--- src/hw/rtl/obf_pkg.sv ---
// ----------------------------------------------------------------------------
// obf_pkg
// Types and constants shared by the outline flattener modules.
// ----------------------------------------------------------------------------
package obf_pkg;

    localparam int unsigned SEG_W    = 7;
    localparam int unsigned MAX_SEGS = 64;
    localparam int unsigned DEN_W    = 19;   // s^3 for s up to 64
    localparam int unsigned DIV_W    = 20;   // twice the denominator
    localparam int unsigned WGT_W    = 20;
    localparam int unsigned ACC_W    = 36;
    localparam int unsigned QUO_W    = 32;
    localparam int unsigned CNT_W    = 5;

    localparam logic [1:0] KIND_MOVE  = 2'd0;
    localparam logic [1:0] KIND_LINE  = 2'd1;
    localparam logic [1:0] KIND_QUAD  = 2'd2;
    localparam logic [1:0] KIND_CUBIC = 2'd3;

    typedef struct packed {
        logic [1:0]         kind;
        logic signed [15:0] end_x;
        logic signed [15:0] end_y;
        logic signed [15:0] ctrl1_x;
        logic signed [15:0] ctrl1_y;
        logic signed [15:0] ctrl2_x;
        logic signed [15:0] ctrl2_y;
    } vertex_t;

    typedef struct packed {
        logic signed [31:0] point_x;
        logic signed [31:0] point_y;
        logic               contour_start;
        logic               last;
    } point_t;

    typedef enum logic [3:0] {
        ST_IDLE,
        ST_LINE,
        ST_DEN1,
        ST_DEN2,
        ST_WT1,
        ST_WT2,
        ST_MAC,
        ST_DIVI,
        ST_DIV,
        ST_OUT
    } state_t;

    typedef struct packed {
        logic       load_in;
        logic       den_sq;
        logic       den_fin;
        logic       wt1;
        logic       wt2;
        logic       mac_en;
        logic       mac_clr;
        logic [1:0] mac_k;
        logic       div_init;
        logic       div_step;
        logic       out_load;
        logic       out_line;
        logic       pen_upd;
        logic       i_inc;
    } cmd_t;

    typedef struct packed {
        logic in_line;
        logic segs_zero;
        logic i_last;
        logic out_free;
    } status_t;

endpackage

--- src/hw/rtl/obf_dp.sv ---
// ----------------------------------------------------------------------------
// obf_dp
// Datapath: pen, weights, multiply-accumulate, restoring dividers and
// the output register.
// ----------------------------------------------------------------------------
module obf_dp
    import obf_pkg::*;
(
    input  logic                 clk,
    input  logic                 rst_n,
    input  logic                 cfg_we,
    input  logic [SEG_W-1:0]     cfg_data,
    input  vertex_t              in_item,
    input  cmd_t                 cmd,
    output status_t              status,
    output logic                 out_valid,
    input  logic                 out_ready,
    output point_t               out_item
);

    logic [SEG_W-1:0]        segs_reg;
    vertex_t                 v_reg;
    logic signed [15:0]      pen_x_reg, pen_y_reg;
    logic [SEG_W-1:0]        s_reg, i_reg;
    logic [12:0]             sq_reg;
    logic [DEN_W-1:0]        den_reg;
    logic [DIV_W-1:0]        d_reg;
    logic [12:0]             mm_reg, ii_reg, mi_reg;
    logic [SEG_W-1:0]        m_reg;
    logic [WGT_W-1:0]        w_reg [4];
    logic signed [ACC_W-1:0] acc_x_reg, acc_y_reg;
    logic [DIV_W-1:0]        rem_x_reg, rem_y_reg;
    logic [QUO_W-1:0]        q_x_reg, q_y_reg;
    logic                    out_valid_reg;
    point_t                  out_reg;

    logic [SEG_W-1:0]        m_w;
    logic [WGT_W-1:0]        w_sel;
    logic signed [15:0]      px_sel, py_sel;
    logic signed [36:0]      prod_x, prod_y;
    logic signed [53:0]      n_x, n_y;
    logic [DIV_W:0]          r2_x, r2_y;
    logic                    out_free_w;
    logic                    cubic;

    assign cubic      = (v_reg.kind == KIND_CUBIC);
    assign m_w        = s_reg - i_reg;
    assign out_free_w = !out_valid_reg || out_ready;

    // Status back to the controller.
    assign status.in_line   = (in_item.kind == KIND_MOVE) || (in_item.kind == KIND_LINE);
    assign status.segs_zero = (segs_reg == '0);
    assign status.i_last    = (i_reg == s_reg);
    assign status.out_free  = out_free_w;

    // Segment count register, saturated when a vertex is taken.
    always_ff @(posedge clk or negedge rst_n)
    begin
        if (!rst_n)
        begin
            segs_reg <= SEG_W'(8);
        end
        else if (cfg_we)
        begin
            segs_reg <= cfg_data;
        end
    end

    // Pen point.
    always_ff @(posedge clk or negedge rst_n)
    begin
        if (!rst_n)
        begin
            pen_x_reg <= '0;
            pen_y_reg <= '0;
        end
        else if (cmd.pen_upd)
        begin
            pen_x_reg <= v_reg.end_x;
            pen_y_reg <= v_reg.end_y;
        end
    end

    // Point selection for the multiply-accumulate.
    always_comb
    begin
        w_sel  = w_reg[cmd.mac_k];
        px_sel = pen_x_reg;
        py_sel = pen_y_reg;
        case (cmd.mac_k)
            2'd0:
            begin
                px_sel = pen_x_reg;
                py_sel = pen_y_reg;
            end
            2'd1:
            begin
                px_sel = v_reg.ctrl1_x;
                py_sel = v_reg.ctrl1_y;
            end
            2'd2:
            begin
                px_sel = cubic ? v_reg.ctrl2_x : v_reg.end_x;
                py_sel = cubic ? v_reg.ctrl2_y : v_reg.end_y;
            end
            default:
            begin
                px_sel = v_reg.end_x;
                py_sel = v_reg.end_y;
            end
        endcase
        prod_x = $signed({1'b0, w_sel}) * px_sel;
        prod_y = $signed({1'b0, w_sel}) * py_sel;
    end

    // Dividend offset by 2^31 divisors so the division is unsigned.
    always_comb
    begin
        n_x = (54'(acc_x_reg) <<< 17) + 54'($signed({1'b0, den_reg}))
            + (54'($signed({1'b0, d_reg})) <<< 31);
        n_y = (54'(acc_y_reg) <<< 17) + 54'($signed({1'b0, den_reg}))
            + (54'($signed({1'b0, d_reg})) <<< 31);
        r2_x = {rem_x_reg, q_x_reg[QUO_W-1]};
        r2_y = {rem_y_reg, q_y_reg[QUO_W-1]};
    end

    // Working registers of the curve arithmetic.
    always_ff @(posedge clk)
    begin
        if (cmd.load_in)
        begin
            v_reg <= in_item;
            s_reg <= (segs_reg > SEG_W'(MAX_SEGS)) ? SEG_W'(MAX_SEGS) : segs_reg;
            i_reg <= SEG_W'(1);
        end
        if (cmd.i_inc)
        begin
            i_reg <= i_reg + SEG_W'(1);
        end
        if (cmd.den_sq)
        begin
            sq_reg <= 13'(s_reg) * 13'(s_reg);
        end
        if (cmd.den_fin)
        begin
            den_reg <= cubic ? DEN_W'(sq_reg) * DEN_W'(s_reg) : DEN_W'(sq_reg);
            d_reg   <= cubic ? {DEN_W'(sq_reg) * DEN_W'(s_reg), 1'b0}
                             : {DEN_W'(sq_reg), 1'b0};
        end
        if (cmd.wt1)
        begin
            m_reg  <= m_w;
            mm_reg <= 13'(m_w) * 13'(m_w);
            ii_reg <= 13'(i_reg) * 13'(i_reg);
            mi_reg <= 13'(m_w) * 13'(i_reg);
        end
        if (cmd.wt2)
        begin
            if (cubic)
            begin
                w_reg[0] <= WGT_W'(mm_reg) * WGT_W'(m_reg);
                w_reg[1] <= WGT_W'(3 * mm_reg * i_reg);
                w_reg[2] <= WGT_W'(3 * mi_reg * i_reg);
                w_reg[3] <= WGT_W'(ii_reg) * WGT_W'(i_reg);
            end
            else
            begin
                w_reg[0] <= WGT_W'(mm_reg);
                w_reg[1] <= WGT_W'({mi_reg, 1'b0});
                w_reg[2] <= WGT_W'(ii_reg);
                w_reg[3] <= '0;
            end
        end
        if (cmd.mac_en)
        begin
            acc_x_reg <= cmd.mac_clr ? ACC_W'(prod_x) : acc_x_reg + ACC_W'(prod_x);
            acc_y_reg <= cmd.mac_clr ? ACC_W'(prod_y) : acc_y_reg + ACC_W'(prod_y);
        end
        if (cmd.div_init)
        begin
            rem_x_reg <= n_x[51:32];
            q_x_reg   <= n_x[31:0];
            rem_y_reg <= n_y[51:32];
            q_y_reg   <= n_y[31:0];
        end
        else if (cmd.div_step)
        begin
            // One quotient bit per cycle, shifted in at the bottom.
            if (r2_x >= {1'b0, d_reg})
            begin
                rem_x_reg <= DIV_W'(r2_x - {1'b0, d_reg});
                q_x_reg   <= {q_x_reg[QUO_W-2:0], 1'b1};
            end
            else
            begin
                rem_x_reg <= r2_x[DIV_W-1:0];
                q_x_reg   <= {q_x_reg[QUO_W-2:0], 1'b0};
            end
            if (r2_y >= {1'b0, d_reg})
            begin
                rem_y_reg <= DIV_W'(r2_y - {1'b0, d_reg});
                q_y_reg   <= {q_y_reg[QUO_W-2:0], 1'b1};
            end
            else
            begin
                rem_y_reg <= r2_y[DIV_W-1:0];
                q_y_reg   <= {q_y_reg[QUO_W-2:0], 1'b0};
            end
        end
    end

    // Output register: a new item may be loaded while the old one is taken.
    always_ff @(posedge clk or negedge rst_n)
    begin
        if (!rst_n)
        begin
            out_valid_reg <= 1'b0;
        end
        else if (cmd.out_load)
        begin
            out_valid_reg <= 1'b1;
        end
        else if (out_ready)
        begin
            out_valid_reg <= 1'b0;
        end
    end

    always_ff @(posedge clk)
    begin
        if (cmd.out_load)
        begin
            if (cmd.out_line)
            begin
                out_reg.point_x       <= {v_reg.end_x, 16'h0000};
                out_reg.point_y       <= {v_reg.end_y, 16'h0000};
                out_reg.contour_start <= (v_reg.kind == KIND_MOVE);
                out_reg.last          <= 1'b1;
            end
            else
            begin
                out_reg.point_x       <= q_x_reg ^ 32'h8000_0000;
                out_reg.point_y       <= q_y_reg ^ 32'h8000_0000;
                out_reg.contour_start <= 1'b0;
                out_reg.last          <= (i_reg == s_reg);
            end
        end
    end

    assign out_valid = out_valid_reg;
    assign out_item  = out_reg;

endmodule

--- src/hw/rtl/obf_ctrl.sv ---
// ----------------------------------------------------------------------------
// obf_ctrl
// Controller: sequences each vertex through the datapath, one item at a time.
// ----------------------------------------------------------------------------
module obf_ctrl
    import obf_pkg::*;
(
    input  logic    clk,
    input  logic    rst_n,
    input  logic    in_valid,
    output logic    in_ready,
    input  status_t status,
    output cmd_t    cmd
);

    state_t           state_reg, state_next;
    logic [1:0]       k_reg, k_next;
    logic [CNT_W-1:0] cnt_reg, cnt_next;

    // State and counters.
    always_ff @(posedge clk or negedge rst_n)
    begin
        if (!rst_n)
        begin
            state_reg <= ST_IDLE;
            k_reg     <= '0;
            cnt_reg   <= '0;
        end
        else
        begin
            state_reg <= state_next;
            k_reg     <= k_next;
            cnt_reg   <= cnt_next;
        end
    end

    // Next state and commands.
    always_comb
    begin
        state_next = state_reg;
        k_next     = k_reg;
        cnt_next   = cnt_reg;
        cmd        = '0;
        cmd.mac_k  = k_reg;
        in_ready   = 1'b0;
        case (state_reg)
            ST_IDLE:
            begin
                in_ready = 1'b1;
                if (in_valid)
                begin
                    cmd.load_in = 1'b1;
                    if (status.in_line)
                    begin
                        state_next = ST_LINE;
                    end
                    else if (!status.segs_zero)
                    begin
                        state_next = ST_DEN1;
                    end
                end
            end
            ST_LINE:
            begin
                if (status.out_free)
                begin
                    cmd.out_load = 1'b1;
                    cmd.out_line = 1'b1;
                    cmd.pen_upd  = 1'b1;
                    state_next   = ST_IDLE;
                end
            end
            ST_DEN1:
            begin
                cmd.den_sq = 1'b1;
                state_next = ST_DEN2;
            end
            ST_DEN2:
            begin
                cmd.den_fin = 1'b1;
                state_next  = ST_WT1;
            end
            ST_WT1:
            begin
                cmd.wt1    = 1'b1;
                state_next = ST_WT2;
            end
            ST_WT2:
            begin
                cmd.wt2    = 1'b1;
                k_next     = '0;
                state_next = ST_MAC;
            end
            ST_MAC:
            begin
                cmd.mac_en  = 1'b1;
                cmd.mac_clr = (k_reg == 2'd0);
                k_next      = k_reg + 2'd1;
                if (k_reg == 2'd3)
                begin
                    state_next = ST_DIVI;
                end
            end
            ST_DIVI:
            begin
                cmd.div_init = 1'b1;
                cnt_next     = '0;
                state_next   = ST_DIV;
            end
            ST_DIV:
            begin
                cmd.div_step = 1'b1;
                cnt_next     = cnt_reg + CNT_W'(1);
                if (cnt_reg == '1)
                begin
                    state_next = ST_OUT;
                end
            end
            ST_OUT:
            begin
                if (status.out_free)
                begin
                    cmd.out_load = 1'b1;
                    if (status.i_last)
                    begin
                        cmd.pen_upd = 1'b1;
                        state_next  = ST_IDLE;
                    end
                    else
                    begin
                        cmd.i_inc  = 1'b1;
                        state_next = ST_WT1;
                    end
                end
            end
            default:
            begin
                state_next = ST_IDLE;
            end
        endcase
    end

endmodule

--- src/hw/rtl/outline_bezier_flattener.sv ---
// ----------------------------------------------------------------------------
// outline_bezier_flattener
// Flattens move, line, quadratic and cubic outline vertices into Q16.16
// points by uniform subdivision of each curve.
// ----------------------------------------------------------------------------
//  channel   direction  handshake            payload
//  in        input      in_valid / in_ready  in_item  (vertex_t)
//  out       output     out_valid/out_ready  out_item (point_t)
//  cfg       input      cfg_we               cfg_data (segments per curve)
//
// A move or line item goes straight from its vertex to the output. A curve
// first squares and then finishes its denominator; for each point it then
// computes the weights, takes four multiply-accumulate steps and runs a
// restoring divider (one quotient bit a cycle) before loading the output.
// Reset returns the pen to 0,0 and the segment count to eight.
// A stalled output holds the next point back but the output register lets
// a finished point wait while the next item is taken.
module outline_bezier_flattener
    import obf_pkg::*;
(
    input  logic             clk,
    input  logic             rst_n,
    input  logic             cfg_we,
    input  logic [SEG_W-1:0] cfg_data,
    input  logic             in_valid,
    output logic             in_ready,
    input  vertex_t          in_item,
    output logic             out_valid,
    input  logic             out_ready,
    output point_t           out_item
);

    cmd_t    cmd;
    status_t status;

    // Controller.
    obf_ctrl u_ctrl
    (
        .clk      (clk),
        .rst_n    (rst_n),
        .in_valid (in_valid),
        .in_ready (in_ready),
        .status   (status),
        .cmd      (cmd)
    );

    // Datapath.
    obf_dp u_dp
    (
        .clk       (clk),
        .rst_n     (rst_n),
        .cfg_we    (cfg_we),
        .cfg_data  (cfg_data),
        .in_item   (in_item),
        .cmd       (cmd),
        .status    (status),
        .out_valid (out_valid),
        .out_ready (out_ready),
        .out_item  (out_item)
    );

endmodule
--- config.mk ---
export PLATFORM = sky130hd
export DESIGN_NAME = outline_bezier_flattener
export DESIGN_NICKNAME = d
export VERILOG_FILES = /design/src/hw/rtl/obf_pkg.sv /design/src/hw/rtl/obf_dp.sv /design/src/hw/rtl/obf_ctrl.sv /design/src/hw/rtl/outline_bezier_flattener.sv
export SDC_FILE = /design/constraint.sdc
export NUM_CORES = 2
export LEC_CHECK = 0
export BUFFER_PORTS_ARGS = -buffer_cell sky130_fd_sc_hd__buf_2
export CELL_PAD_IN_SITES_DETAIL_PLACEMENT = 1
export CELL_PAD_IN_SITES_GLOBAL_PLACEMENT = 2
export CORE_ASPECT_RATIO = 0.5
export CORE_UTILIZATION = 30
export DETAILED_ROUTE_END_ITERATION = 8
export PLACE_DENSITY = 0.65
export SYNTH_ARGS = -nofsm -noshare
export SYNTH_HDL_FRONTEND = slang
export SYNTH_SLANG_ARGS = --single-unit
export TNS_END_PERCENT = 5
--- constraint.sdc ---
create_clock -name clk -period 12.1 [get_ports clk]
set_clock_uncertainty 0.2 [all_clocks]
set_input_delay 1.21 -clock clk [delete_from_list [all_inputs] [get_ports clk]]
set_output_delay 1.21 -clock clk [all_outputs]
set_load 0.005 [all_outputs]
==> flow_summary.yaml <==
run_status:
  status: "finished clean"
die:
  coreArea_sq_um: 229000
  die_w_um: 681
  die-area_sq_um: 232000
  initial_utilization_pct: 30.2
  rows: 124
  die_h_um: 341
  ios: 178
sta:
  tns_ps: 0
  drv_slew: 0
  worst_pin_slew_ps: 1330
  fin_crit_ps: 10900
  finalHoldViolations: 0
  finalSetupViolCount: 0
  rsz0062_at_grt: "no"
  fmax_mhz: 91.7
  slew_headroom_pct: 11.1
  fin_crit_sh_pct: 90.1
routing:
  postRouteAntennaNets: 0
  drc_errors: 0
  drt-wirelength-per-cell_um: 22.5
  drtPass1Iterations: 6
  drt_iter0_markers: 2900
  avgViaCountPerCell: 4.90
  vias: 52200
  totalWireLength_mm: 239
synth:
  ys_seq_area_share_pct: 23.5
  synth.area.top_cells: "fa_1, edfxtp_1, ha_1, inv_1, nand2_1"
  syn-instance-count: 7400
  synth_cell_types: 93
  yosys.area.top_type_share_pct: 24.7
  synth_flop_cell: "edfxtp_1"
  syn_area_sq_um: 69100
  async_flop_share_pct: 9.16
  synth_area_per_cell_sq_um: 9.34
  synth_area_leader_cell: "fa_1"
  synth_warnings: 0
  synth_edf_count: 485
  ys_ff_latch: 557
setup_path:
  path_delay_family: "compound AO/OA/AOI/OAI gates"
  reg2reg_depth: 39
  end_kind: "flip-flop"
  cp_max_fo: 24
  path_depth: 39
  crit_slowest_cell: "a21oi_2"
  path_buf_inv: 5
  required_ps: 12330
  rr_startpoint: "u_ctrl.k_reg[0]"
  r2r_end: "u_dp.acc_x_reg[33]"
  slowest_delay_ps: 950
  crit_path_frequent_cell: "fa_1"
  critPathKind: "reg2reg"
  critPathLaunchType: "flip-flop"
  reg2reg_slack_ps: 1200
  crit_end: "u_dp.acc_x_reg[33]"
  crit_start: "u_ctrl.k_reg[0]"
  worstPathArrival_ps: 11140
global_routing:
  use_met3_pct: 2.73
  met1_usage_pct: 28.6
  antenna_found_initial: 21
  use_met2_pct: 34.3
  overflow: 0
  grt_max_degree: 77
  busiest_layer: "met2"
  grt_pass1_vias: 56000
  grt_pass1_wl_mm: 360
  grt.total_usage_pct: 20.6
hold_path:
  hp-class: "in2async"
clocking:
  clock_path_buffers: 3
  cts-buffers-inserted: 66
  cts-resized-gates: 0
  cts_tree: "done"
  h-tree-depth: 3
  cts_setup_buffers: 0
  clk_latency_ps: 690
  clk_pin_slew_ps: 70
  cts_hold_buf: 0
  clockRootBuffer: "clkbuf_16"
  cts_sinks: 557
final_layout:
  fin_nets: 9158
  final_area_sq_um: 76300
  largest_reg_flops: 98
  layout-drive-gt1-share_pct: 8.02
  area_delta_synth_final_pct: 10.5
  final_core_util_pct: 33.4
  instances_no_fill: 10600
place:
  finalWeightedCongestion: 0.883
  placed_cell_area_sq_um: 74000
  dpl.cell_count: 10500
  numPortBuffers: 177
  place_hpwl_mm: 191
run:
  cap_violations: 0
==> layout by cell type, fill, tap and decap left out, drive strengths merged, types with 68 or more instances in the layout <==
cell type	count
mux2	99
buf	326
fa	851
ha	700
and2	210
nand3	68
inv	1128
edfxtp	485
o21ai	243
a21o	142
nand2	1060
clkbuf	77
xnor2	225
a21oi	361
nor2	589
xor2	142
==> how the worst min path moves through the flow <==
stage	from	to	slack, ps	cells after the start
finish	rst_n	u_dp.segs_reg[5]	120	1
global route	rst_n	u_dp.segs_reg[2]	80	1
CTS	rst_n	u_dp.segs_reg[5]	50	1
detailed placement	u_dp.w_reg[2][16]	u_dp.w_reg[2][16]	240	2
global placement	u_dp.w_reg[2][16]	u_dp.w_reg[2][16]	240	2
floorplan	u_dp.w_reg[1][0]	u_dp.w_reg[1][0]	220	2
==> routing by layer <==
layer	wire length, um	share of wire, %
met5	54	0.023
met3	10000	4.2
met2	111000	46
met4	5620	2.4
met1	112000	47
==> layout make-up <==
| class | count | area (sq um) |
|---|---|---|
| Fill cell | 26200 | 152000 |
| Timing Repair Buffer | 326 | 2020 |
| Antenna cell | 4 | 10.0 |
| Sequential cell | 557 | 16300 |
| Multi-Input combinational cell | 5414 | 47600 |
| Inverter | 1132 | 4250 |
| Tap cell | 3087 | 3860 |
| Clock buffer | 77 | 1750 |
| Clock inverter | 42 | 591 |
==> Yosys cell counts, types with 27 or more instances <==
cell type     n
mux2_2       98
nand2b_1     65
inv_1      1123
and2_1      210
o21ai_1      39
a21o_1      142
nor3_1       51
o21ai_0     203
fa_1        851
nor2_1      589
clkbuf_1    268
nand4_1      27
and3_1       32
o31ai_1      30
buf_1        31
nor2b_1      67
nand2_1    1060
o21a_1       56
a21oi_1     358
nand3_1      68
dfrtp_1      50
xnor2_1     225
o21bai_1     54
a222oi_1     32
ha_1        700
xor2_1      142
edfxtp_1    485
a211oi_1     36
mux2i_1      31
==> stage by stage <==
step           hold WS [ps]  worst slack (ps)
2_1_floorplan           216              1960
3_3_place_gp            239              1340
3_5_place_dp            239              1230
4_1_cts                53.5              1150
5_1_grt                80.7               348
6_report                120              1200
==> logic make-up (layout without fill, tap and decap cells) <==
family / Yosys count / count (layout) / share of synthesized area [%]
buf+inv: 1437 / 1577 / 7.82
other cells: 2 / 14 / 0.0109
fa+ha+maj: 1551 / 1551 / 37.3
compound gates: 1117 / 1117 / 10.3
xor+xnor: 368 / 368 / 4.69
simple gates: 2236 / 2236 / 14.2
mux: 132 / 132 / 2.13
flops: 557 / 557 / 23.5
Power is left out: the tool's default activity adds up to more than one toggle a clock period on the data nets, which glitch-free logic cannot reach.
